--- src/hdl/seconds_to_calendar_assert.svh ---
// Assertion shorthands for the calendar converter. Each use names its own
// label; clk_i and rst_ni of the including module clock and disable them.
`ifndef SECONDS_TO_CALENDAR_ASSERT_SVH
`define SECONDS_TO_CALENDAR_ASSERT_SVH

// Same-cycle implication.
`define S2C_ASSERT_IMPLIES(lbl, ante, cons, msg) \
  lbl: assert property (@(posedge clk_i) disable iff (!rst_ni) (ante) |-> (cons)) \
    else $error(msg);

// Next-cycle implication.
`define S2C_ASSERT_NEXT(lbl, ante, cons, msg) \
  lbl: assert property (@(posedge clk_i) disable iff (!rst_ni) (ante) |=> (cons)) \
    else $error(msg);

`endif

--- src/hdl/s2c_pkg.sv ---
package s2c_pkg;

  localparam logic [16:0] SecsPerDay      = 17'd86400;
  localparam logic [15:0] ZoneOffsetReset = 16'd28800;

  // floor(2^35 / 675); seconds / 86400 == (seconds >> 7) / 675
  localparam logic [25:0] DayRecip       = 26'd50903316;
  localparam int unsigned DayRecipShift  = 35;
  // floor(2^32 / 365.2425), applied to days + 1
  localparam logic [23:0] YearRecip      = 24'd11759221;
  localparam int unsigned YearRecipShift = 32;
  // ceil(2^19 / 7)
  localparam logic [16:0] WeekRecip      = 17'd74899;
  localparam int unsigned WeekRecipShift = 19;
  // ceil(2^20 / 225); seconds / 3600 == (seconds >> 4) / 225
  localparam logic [12:0] HourRecip      = 13'd4661;
  localparam int unsigned HourRecipShift = 20;
  // ceil(2^14 / 15); seconds / 60 == (seconds >> 2) / 15
  localparam logic [10:0] MinRecip       = 11'd1093;
  localparam int unsigned MinRecipShift  = 14;

  localparam logic [11:0] SecsPerHour    = 12'd3600;
  localparam logic [5:0]  SecsPerMin     = 6'd60;
  localparam logic [8:0]  DaysPerYear    = 9'd365;
  localparam logic [2:0]  DaysPerWeek    = 3'd7;
  localparam logic [2:0]  WeekdayAtEpoch = 3'd6;   // 2000-01-01 is a Saturday
  localparam logic [7:0]  YearBase       = 8'd100; // 2000 - 1900
  localparam logic [7:0]  CenturyYear    = 8'd100; // 2100, not a leap year
  localparam logic [3:0]  NumMonths      = 4'd12;
  localparam logic [3:0]  March          = 4'd2;

  // First day of year of each month in a common year.
  localparam logic [8:0] MonthStart [12] = '{
    9'd0, 9'd31, 9'd59, 9'd90, 9'd120, 9'd151,
    9'd181, 9'd212, 9'd243, 9'd273, 9'd304, 9'd334
  };

  typedef struct packed {
    logic s8;
    logic s7;
    logic s6;
    logic s5;
  } tod_en_t;

  // Leap test for year 2000 + y; within 8 bits only 0, 100 and 200 are
  // multiples of 100, and only 0 is a multiple of 400.
  function automatic logic is_leap(logic [7:0] y);
    return (y[1:0] == 2'b00) && (y != CenturyYear) && (y != 8'd200);
  endfunction

  function automatic logic [8:0] month_start(logic [3:0] m, logic leap);
    logic [8:0] s;
    s = 9'd0;
    if (m < NumMonths) begin
      s = MonthStart[m];
    end
    if (leap && (m >= March)) begin
      s = s + 9'd1;
    end
    return s;
  endfunction

endpackage

--- src/hdl/s2c_time_of_day.sv ---
module s2c_time_of_day (
  input  logic              clk_i,
  input  s2c_pkg::tod_en_t  en_i,
  input  logic [16:0]       dsec_i,
  output logic [4:0]        hour_o,
  output logic [5:0]        minute_o,
  output logic [5:0]        second_o
);
  import s2c_pkg::*;

  logic [25:0] hour_prod;
  logic [16:0] rem_full;
  logic [20:0] min_prod;
  logic [11:0] sec_full;

  logic [16:0] dsec5_q;
  logic [4:0]  hour5_q, hour6_q, hour7_q, hour8_q;
  logic [11:0] rem6_q, rem7_q;
  logic [5:0]  min7_q, min8_q;
  logic [5:0]  sec8_q;

  assign hour_prod = 26'(dsec_i[16:4]) * 26'(HourRecip);
  assign rem_full  = dsec5_q - 17'(hour5_q) * 17'(SecsPerHour);
  assign min_prod  = 21'(rem6_q[11:2]) * 21'(MinRecip);
  assign sec_full  = rem7_q - 12'(min7_q) * 12'(SecsPerMin);

  always_ff @(posedge clk_i) begin
    if (en_i.s5) begin
      hour5_q <= hour_prod[HourRecipShift +: 5];
      dsec5_q <= dsec_i;
    end
    if (en_i.s6) begin
      rem6_q  <= rem_full[11:0];
      hour6_q <= hour5_q;
    end
    if (en_i.s7) begin
      min7_q  <= min_prod[MinRecipShift +: 6];
      rem7_q  <= rem6_q;
      hour7_q <= hour6_q;
    end
    if (en_i.s8) begin
      sec8_q  <= sec_full[5:0];
      min8_q  <= min7_q;
      hour8_q <= hour7_q;
    end
  end

  assign hour_o   = hour8_q;
  assign minute_o = min8_q;
  assign second_o = sec8_q;

endmodule

--- src/hdl/seconds_to_calendar.sv ---
// Seconds-count to calendar converter.
// Input stream (s_axis): one 32-bit count of seconds since 2000-01-01 00:00
// UTC per transfer. Output stream (m_axis): the local date and time of that
// count, one transfer per input, in input order.
// The configured zone offset (cfg_we_i / cfg_wdata_i) is added modulo 2^32
// before conversion; write it only while no transfer is in flight.
// Throughput: one transfer per cycle while the receiver is ready. An input
// transfer reaches m_axis_tvalid_o through the nine register stages (offset add,
// day reciprocal, remainder, day correction, year/weekday/hour reciprocals,
// year start, year correction, month search, day-of-month subtract).
// Each stage holds its item while the stage behind it is full and not advancing; when the
// receiver stalls, the pipe fills and s_axis_tready_o drops after the
// bubbles are used up. Nothing is dropped or repeated.
// Reset empties the pipe and loads the zone offset with 28800 seconds.
`include "seconds_to_calendar_assert.svh"

module seconds_to_calendar (
  input  logic        clk_i,
  input  logic        rst_ni,
  input  logic        s_axis_tvalid_i,
  output logic        s_axis_tready_o,
  input  logic [31:0] s_axis_tdata_i,  // [31:0] seconds_count
  output logic        m_axis_tvalid_o,
  input  logic        m_axis_tready_i,
  // [5:0] second, [11:6] minute, [16:12] hour, [21:17] day_of_month,
  // [25:22] month, [33:26] year_since_1900, [36:34] weekday,
  // [45:37] day_of_year, [47:46] zero
  output logic [47:0] m_axis_tdata_o,
  input  logic        cfg_we_i,
  input  logic [15:0] cfg_wdata_i      // zone_offset_seconds
);
  import s2c_pkg::*;

  localparam int unsigned NumStages = 9;

  logic [15:0]          zone_q;
  logic [NumStages:1]   v_q;
  logic [NumStages+1:1] en;
  tod_en_t              tod_en;

  // stage payloads
  logic [31:0] t1_q, t2_q;
  logic [15:0] q2_q, q3_q;
  logic [17:0] r3_q;
  logic [15:0] days4_q, days5_q, days6_q;
  logic [16:0] dsec4_q;
  logic [7:0]  y5_q, y6_q;
  logic [12:0] wq5_q;
  logic [15:0] start6_q;
  logic        leap_cur6_q, leap_prev6_q;
  logic [2:0]  wday6_q, wday7_q, wday8_q;
  logic [7:0]  year7_q, year8_q;
  logic [8:0]  yday7_q, yday8_q;
  logic        leap7_q, leap8_q;
  logic [3:0]  month8_q;
  logic [5:0]  sec9_q, min9_q;
  logic [4:0]  hour9_q, dom9_q;
  logic [3:0]  month9_q;
  logic [7:0]  year9_q;
  logic [2:0]  wday9_q;
  logic [8:0]  yday9_q;

  // combinational stage logic
  logic [50:0] day_prod;
  logic [31:0] rem_full;
  logic        over_day;
  logic [40:0] year_prod;
  logic [32:0] week_prod;
  logic [15:0] start_d;
  logic [15:0] wday_full;
  logic        back_year;
  logic [15:0] yday_diff;
  logic [15:0] yday_back;
  logic [3:0]  month_d;
  logic [8:0]  dom_full;
  logic [4:0]  hour8, dom_unused_pad;
  logic [5:0]  min8, sec8;

  // Advance a stage when it is empty or the stage behind it advances.
  always_comb begin
    en[NumStages+1] = m_axis_tready_i;
    for (int k = NumStages; k >= 1; k--) begin
      en[k] = !v_q[k] || en[k+1];
    end
  end

  assign s_axis_tready_o = en[1];
  assign m_axis_tvalid_o = v_q[NumStages];

  always_ff @(posedge clk_i or negedge rst_ni) begin
    if (!rst_ni) begin
      zone_q <= ZoneOffsetReset;
    end else if (cfg_we_i) begin
      zone_q <= cfg_wdata_i;
    end
  end

  always_ff @(posedge clk_i or negedge rst_ni) begin
    if (!rst_ni) begin
      v_q <= '0;
    end else begin
      if (en[1]) begin
        v_q[1] <= s_axis_tvalid_i;
      end
      for (int k = 2; k <= NumStages; k++) begin
        if (en[k]) begin
          v_q[k] <= v_q[k-1];
        end
      end
    end
  end

  // Days estimate may fall one short; the day correction stage repairs it.
  assign day_prod  = 51'(t1_q[31:7]) * 51'(DayRecip);
  assign rem_full  = t2_q - 32'(q2_q) * 32'(SecsPerDay);
  assign over_day  = (r3_q >= 18'(SecsPerDay));

  // Year estimate is the true year or one past it.
  assign year_prod = 41'(17'(days4_q) + 17'd1) * 41'(YearRecip);
  assign week_prod = 33'(days4_q + 16'(WeekdayAtEpoch)) * 33'(WeekRecip);

  // Start day of year y5 (valid for y5 up to 179): leap days before it are
  // (y + 3) / 4, less the skipped one at 2100.
  assign start_d   = 16'(y5_q) * 16'(DaysPerYear) + 16'((9'(y5_q) + 9'd3) >> 2)
                   - 16'(y5_q > CenturyYear);
  assign wday_full = days5_q + 16'(WeekdayAtEpoch) - 16'(wq5_q) * 16'(DaysPerWeek);

  // Step the year back when the estimate overshoots.
  assign back_year = (days6_q < start6_q);
  assign yday_diff = days6_q - start6_q;
  assign yday_back = yday_diff + 16'(DaysPerYear) + 16'(leap_prev6_q);

  always_comb begin
    month_d = 4'd0;
    for (int m = 1; m < 12; m++) begin
      if (yday7_q >= month_start(4'(m), leap7_q)) begin
        month_d = month_d + 4'd1;
      end
    end
  end

  assign dom_full = yday8_q - month_start(month8_q, leap8_q) + 9'd1;

  always_ff @(posedge clk_i) begin
    if (en[1]) begin
      t1_q <= s_axis_tdata_i + 32'(zone_q);
    end
    if (en[2]) begin
      q2_q <= day_prod[DayRecipShift +: 16];
      t2_q <= t1_q;
    end
    if (en[3]) begin
      r3_q <= rem_full[17:0];
      q3_q <= q2_q;
    end
    if (en[4]) begin
      days4_q <= q3_q + 16'(over_day);
      dsec4_q <= over_day ? 17'(r3_q - 18'(SecsPerDay)) : r3_q[16:0];
    end
    if (en[5]) begin
      y5_q    <= year_prod[YearRecipShift +: 8];
      wq5_q   <= week_prod[WeekRecipShift +: 13];
      days5_q <= days4_q;
    end
    if (en[6]) begin
      start6_q     <= start_d;
      leap_cur6_q  <= is_leap(y5_q);
      leap_prev6_q <= is_leap(y5_q - 8'd1);
      wday6_q      <= wday_full[2:0];
      y6_q         <= y5_q;
      days6_q      <= days5_q;
    end
    if (en[7]) begin
      year7_q <= back_year ? (y6_q - 8'd1) : y6_q;
      yday7_q <= back_year ? yday_back[8:0] : yday_diff[8:0];
      leap7_q <= back_year ? leap_prev6_q : leap_cur6_q;
      wday7_q <= wday6_q;
    end
    if (en[8]) begin
      month8_q <= month_d;
      yday8_q  <= yday7_q;
      leap8_q  <= leap7_q;
      year8_q  <= year7_q;
      wday8_q  <= wday7_q;
    end
    if (en[9]) begin
      sec9_q   <= sec8;
      min9_q   <= min8;
      hour9_q  <= hour8;
      dom9_q   <= dom_full[4:0];
      month9_q <= month8_q;
      year9_q  <= year8_q + YearBase;
      wday9_q  <= wday8_q;
      yday9_q  <= yday8_q;
    end
  end

  assign tod_en = '{s8: en[8], s7: en[7], s6: en[6], s5: en[5]};

  s2c_time_of_day u_tod (
    .clk_i    (clk_i),
    .en_i     (tod_en),
    .dsec_i   (dsec4_q),
    .hour_o   (hour8),
    .minute_o (min8),
    .second_o (sec8)
  );

  assign dom_unused_pad = '0;

  assign m_axis_tdata_o = {2'b00, yday9_q, wday9_q, year9_q, month9_q,
                           dom9_q | dom_unused_pad, hour9_q, min9_q, sec9_q};

  `S2C_ASSERT_NEXT(a_accept_lands, s_axis_tvalid_i && s_axis_tready_o, v_q[1], "accepted transfer missing from first stage")
  `S2C_ASSERT_IMPLIES(a_ready_chain, m_axis_tready_i, s_axis_tready_o, "pipe stalled with receiver ready")
  `S2C_ASSERT_IMPLIES(a_day_split, v_q[4], dsec4_q < SecsPerDay, "seconds of day out of range")
  `S2C_ASSERT_IMPLIES(a_year_fix, v_q[8], (yday8_q < DaysPerYear) || (leap8_q && (yday8_q == DaysPerYear)), "day of year beyond year length")
  `S2C_ASSERT_IMPLIES(a_date_range, v_q[9], (month9_q < NumMonths) && (dom9_q != 5'd0), "month or day of month out of range")

endmodule

--- config.mk ---
export PLATFORM = sky130hd
export DESIGN_NAME = seconds_to_calendar
export DESIGN_NICKNAME = d
export VERILOG_FILES = /design/src/hdl/s2c_pkg.sv /design/src/hdl/s2c_time_of_day.sv /design/src/hdl/seconds_to_calendar.sv
export VERILOG_INCLUDE_DIRS = /design/src /design/src/hdl
export SDC_FILE = /design/constraint.sdc
export NUM_CORES = 2
export LEC_CHECK = 0
export ABC_AREA = 1
export CORE_ASPECT_RATIO = 0.5
export CORE_MARGIN = 3
export CORE_UTILIZATION = 37
export CTS_CLUSTER_DIAMETER = 50
export DETAILED_ROUTE_END_ITERATION = 10
export DONT_BUFFER_PORTS = 1
export PLACE_DENSITY_LB_ADDON = 0.3
export SLEW_MARGIN = 10
export SYNTH_ARGS = -nofsm -noshare
export SYNTH_HDL_FRONTEND = slang
export SYNTH_HIERARCHICAL = 1
export SYNTH_SLANG_ARGS = --single-unit
--- constraint.sdc ---
create_clock -name clk_i -period 10.9 [get_ports clk_i]
set_input_delay 1.635 -clock clk_i [delete_from_list [all_inputs] [get_ports clk_i]]
set_output_delay 1.635 -clock clk_i [all_outputs]
set_load 0.03 [all_outputs]
# Word-level counts from Yosys, hierarchy flattened
# Memories as Yosys holds them, arrays and structs flattened.
# Index checks and enable logic that the tools add are counted.
# word_totals
n_memories,1
regBits,400
latchBits,0
output_inout_bits,50
in_bits,53
romBits,144
ramBits,0
# classes
order_cmp,17
muxes,29
shift,0
reduce_logical,25
add_sub_neg,32
multipliers,10
bitwise_logic,1
n_eq_ne,4
div_mod_pow,0
# mem_list
name,depth,width,rd,rd_ports_with_merged_regs,write_ports,line,source
(no name shown),16,9,1,0,0,s2c_pkg.sv:55,s = MonthStart[m];
# op_table
operator,count
$ge 9x9->1,10
$mul 25x24->49 const B,1
$mux 4,11
$add 4x1->4 const B,10
$mul 17x24->40 const B,1
$add 32x16->32,1
$mul 17x17->32 const B,1
$mul 13x13->25 const B,1
$mul 10x11->20 const B,1
$mux 5,4
$ge 18x17->1 const B,1
$sub 18x18->18,1
$add 16x1->17 const B,1
$add 16x3->17 const B,1
$mux 17,1
$sub 17x17->17 const B,1
$add 16x1->16,1
$add 16x7->16,1
$lt 16x16->1,1
$mul 16x10->11 const B,1
$mul 8x9->16 const B,1
$ne 8x7->1 const B,2
$ne 8x8->1 const B,2
$sub 16x1->16,1
30 further kinds,61

# Longest topological paths before layout
# logic_depth
word_depth,22
ltp_mapped,43
mapped_depth_nobuf,43

# Modules after synthesis
# Netlist, hierarchy kept.
# by_module_without_submodules
module,seq_area_each_um2,n_inst,area_per_inst_um2,cells_per_inst
seconds_to_calendar,9549.2,1,36593.8,3550
s2c_time_of_day,2042.0,1,6536.3,649

# Least setup slack after synthesis
# OpenSTA, ideal clock, no wires.
# synth_path
kind,input to output
startpoint,in m_axis_tready_i
endpoint,out s_axis_tready_o
cell_stages,16
required_ps,9265
arrival_ps,9564
path_slack_ps,-299
path_cell_list,nor2_1 -> inv_1 -> nor2_1 -> inv_1 -> nor2_1 -> inv_1 -> nor2_1 -> inv_1 -> nor2_1 -> inv_1 -> nor2_1 -> inv_1 -> nor2_1 -> inv_1 -> nor2_1 -> nand2_1
# synth_via
elab_chain_cells,9
# synth_lines
element,line,source
start: declaration,seconds_to_calendar.sv:24,"input logic m_axis_tready_i,"
$logic_or 1x1->1,seconds_to_calendar.sv:83,en[k] = !v_q[k] || en[k+1];
"net en, one bit",seconds_to_calendar.sv:38,logic [NumStages+1:1] en;
$logic_or 1x1->1,seconds_to_calendar.sv:83,
"net en, one bit",seconds_to_calendar.sv:38,
$logic_or 1x1->1,seconds_to_calendar.sv:83,
"net en, one bit",seconds_to_calendar.sv:38,
$logic_or 1x1->1,seconds_to_calendar.sv:83,
"net en, one bit",seconds_to_calendar.sv:38,
$logic_or 1x1->1,seconds_to_calendar.sv:83,
"net en, one bit",seconds_to_calendar.sv:38,
$logic_or 1x1->1,seconds_to_calendar.sv:83,
"net en, one bit",seconds_to_calendar.sv:38,
$logic_or 1x1->1,seconds_to_calendar.sv:83,
"net en, one bit",seconds_to_calendar.sv:38,
$logic_or 1x1->1 (2 in series),seconds_to_calendar.sv:83,
end: declaration,seconds_to_calendar.sv:21,"output logic s_axis_tready_o,"
# The timed path passes the listed nets, and every way through them passes these cells.

# Final worst setup path
# layout_path
startpoint,reg days4_q[0]
endpoint,reg y5_q[6] (data pin)
# layout_via
elab_chain_cells,2
# layout_lines
element,line,source
start: declaration,seconds_to_calendar.sv:45,"logic [15:0] days4_q, days5_q, days6_q;"
start signal: assignment,seconds_to_calendar.sv:157,days4_q <= q3_q + 16'(over_day);
$add 16x1->17,seconds_to_calendar.sv:119,assign year_prod = 41'(17'(days4_q) + 17'd1) * 41'(YearRecip);
$mul 17x24->40,seconds_to_calendar.sv:119,
net year_prod[38],seconds_to_calendar.sv:67,logic [40:0] year_prod;
end signal: assignment,seconds_to_calendar.sv:161,y5_q <= year_prod[YearRecipShift +: 8];
end: declaration,seconds_to_calendar.sv:47,"logic [7:0] y5_q, y6_q;"
# The timed path passes the listed nets, and every way through them passes these cells.
# A chain may end at the register's enable or synchronous reset.

==> summary.txt <==
Routing
  • Drt pass-1 iters: 5
  • DR vias: roughly 28000
  • DR vias/cell: between 4 and 5
  • Metal1 wirelength: about 46000 microns
  • WL final: 94130 microns
  • DR DRC count: 0
  • Iter 0 DRT Violations: 1346
  • Final ANT Viol Nets: 0
  • Met3 WL: 3434 microns
  • Top sig layer: met4
  • DR WL/cell: about 16 microns
  • Metal2 WL: 43500 microns

Synth
  • Ys async rst share: between 6 and 7%
  • Primary FF master, synth: edfxtp_1
  • Post-synth EDFFs: 365
  • Seq/Total Area, Yosys: 26.87%
  • FF+latch count, synth: slightly below 400
  • Yosys warns: 6
  • Synth cell types: 61
  • Cell Area, Synth: 0.04313 sq mm
  • Post-synthesis cell count: around 4200
  • Mean Syn Cell Area: approximately 10 sq um

Clocking
  • Clock Tree Root: clkbuf_16
  • CTS tree: yes
  • Hold Buf Count CTS: 0
  • TritonCTS buffer count: between 40 and 50
  • Insertion delay to the later sink of the worst-skew pair: about 610 ps
  • CTS Buffer Depth: 3
  • Clock sinks: 390
  • H-tree depth: 2
  • Clk slew on worst S/H paths: roughly 60 ps
  • # resized after CTS: 0
  • Postcts setup bufs: 0

Setup path
  • CP max FO: 15
  • Critical path's most frequent cell: inv_1
  • Slowest cell delay on critical path: about 840 ps
  • CP endpoint kind: register
  • Slowest CP cell: edfxtp_1
  • CP arrival: 8130 ps
  • WP data required: 11230 ps
  • Critical path startpoint category: register
  • CP Class: register to register

Global routing
  • Tot GR Track Use: roughly 16%
  • First-pass GRT wire length: roughly 150000 microns
  • Initial antenna violation count: 1
  • Vias in the first global route: between 20000 and 30000
  • Total gr overflow: 0
  • Largest net degree at the start of global routing: 64

Placed design
  • Port bufs: 0
  • DPL Wire Length: 79400 microns
  • Placer Congestion: 0.9039

STA
  • Setup TNS: 0 ps
  • Number of hold violations in the final report: 0
  • Worst clock skew: roughly 74 ps
  • Max Clk Rate: 128.2 MHz
  • RSZ-0062 raised after global routing: no
  • Tcrit/Tclk final: a little under three quarters
  • Minimum clock period: 7799 ps
  • Relative slew slack: between 40% and 50%
  • Actual slew at the worst max-slew pin: approximately 860 ps
  • Setup violators final: 0
  • Slew Limit Fails: 0

Hold path
  • Hold Path Class: register to register

Floorplan
  • Die area: around 0.12 sq mm
  • Top-level I/O count: roughly 100
  • Die span in x: 488.8 microns
  • Die height: 247.4 microns
  • Initial Util: a little under two fifths
  • Num rows: 87
  • Core area: 0.1142 sq mm

Final layout
  • # fillers: ~11000
  • Nets@finish: around 5600
  • Layout cells sized above 1: 4.616%
  • Area delta synth->final: 8.224%
  • Util after Layout: 40.88%
  • Number of antenna diodes: 0

Outcome
  • Status: finished, final reports clean

Job
  • Max-capacitance violation count: 0
[area by class of cell]
class                           count  area [sq um]  share of cell area [%]
Multi-Input combinational cell   2785         27670                   59.29
Sequential cell                   390         11590                   24.83
Inverter                         1013          3806                   8.154
Tap cell                         1513          1893                   4.056
Clock buffer                       52          1195                   2.560
Clock inverter                     35         412.9                  0.8846
Timing Repair Buffer               14         105.1                  0.2252
[Yosys cell counts, types with 5 or more instances]
cell	count	area share, %
o21ai_1	6	0.070
o31ai_1	8	0.14
xor2_1	160	3.2
nand3b_1	6	0.10
edfxtp_1	365	25
nand4_1	37	0.54
mux2_2	16	0.42
nor3_1	35	0.41
dfrtp_1	21	1.2
xnor2_1	76	1.5
ha_1	845	25
nor4_1	9	0.13
nand2_2	30	0.44
or2_2	8	0.12
nor2_1	189	1.6
fa_1	440	20
inv_1	999	8.7
nor2_2	5	0.073
a21oi_1	193	2.2
o211ai_1	5	0.087
clkbuf_1	6	0.052
a21boi_0	5	0.087
inv_2	11	0.096
o21a_1	14	0.24
nand3_1	97	1.1
o21bai_1	19	0.33
o21ai_0	101	1.2
a21o_1	11	0.19
nand2_1	397	3.5
nand3_2	12	0.28
a31oi_1	14	0.20
[final timing paths]
kind	startpoint	end	slack [ps]	depth (start not counted)
max in group asynchronous	rst_ni	zone_q[7]	10010	0
min reg2reg	u_tod/hour7_q[4]	u_tod/hour_o[4]	410	0
max	days4_q[0]	y5_q[6]	3100	27
min	u_tod/hour7_q[4]	u_tod/hour_o[4]	410	0
min in group asynchronous	rst_ni	v_q[1]	710	0
max reg2reg	days4_q[0]	y5_q[6]	3100	27
[cells by family (layout without fill, tap and decap cells)]
kind of cell	count (synthesis)	in the layout	share of synthesized area, %
AO/OA/AOI/OAI	401	401	5.248
XOR/XNOR	236	236	4.792
adder cells (fa/ha/maj)	1285	1285	44.94
buffers and inverters	1027	1114	8.993
flip-flops	390	390	26.87
multiplexers	17	17	0.4409
other	2	5	0.01741
AND/OR/NAND/NOR	841	841	8.697
[registers in the layout, summed over array words and instances, names as in the netlist, 9 cells and up]
register	flops
u_tod/rem6_q	12
start6_q	16
u_tod/dsec5_q	12
zone_q	16
days4_q	16
yday8_q	9
yday7_q	9
t2_q	18
q3_q	16
t1_q	32
days5_q	16
days6_q	16
q2_q	16
v_q	9
r3_q	18
yday9_q	9
dsec4_q	17
[through the flow]
stage                     setup slack [ps]  cells  instance area, sq um  hold WS, ps
after floorplan                      183.8   4202                 43150        400.3
after global placement                3235   5715                 45070        401.0
after detailed placement              3144   5715                 45070        404.5
after CTS                             3176   5802                 46680        414.7
after global routing                  2600   5802                 46680        421.3
final                                 3101   5802                 46680        414.0
[worst max-delay path, delay by kind of cell, from the launching register on]
family / cells / cell delay [ps]
and+or+nand+nor: 7 / 1210
DFF: 1 / 840
xor gates and xnor gates: 2 / 650
buffers and inverters: 6 / 630
AOI/OAI and AO/OA: 5 / 900
adders and majority gates: 7 / 3340
[placed cells by master, fill, tap and decap left out, drive strengths merged, types with 16 or more instances in the layout]
| cell type | instances |
|---|---|
| dfrtp | 21 |
| inv | 1017 |
| clkinv | 23 |
| nor2 | 197 |
| o21ai | 109 |
| mux2 | 16 |
| clkbuf | 52 |
| o21bai | 19 |
| edfxtp | 365 |
| xor2 | 160 |
| nand3 | 109 |
| a21oi | 194 |
| ha | 845 |
| fa | 440 |
| nand2 | 429 |
| nor3 | 36 |
| xnor2 | 76 |
| nand4 | 39 |
[layer usage]
| metal | GRT usage, % | vias to the layer above |
|---|---|---|
| li1 | - | 13720 |
| met1 | 22.45 | 13550 |
| met2 | 26.93 | 406 |
| met3 | 2.122 | 91 |
| met4 | 2.628 | 0 |
| met5 | 0 | - |
Power is left out: the tool's default activity adds up to more than one toggle a clock period on the data nets, which glitch-free logic cannot reach.
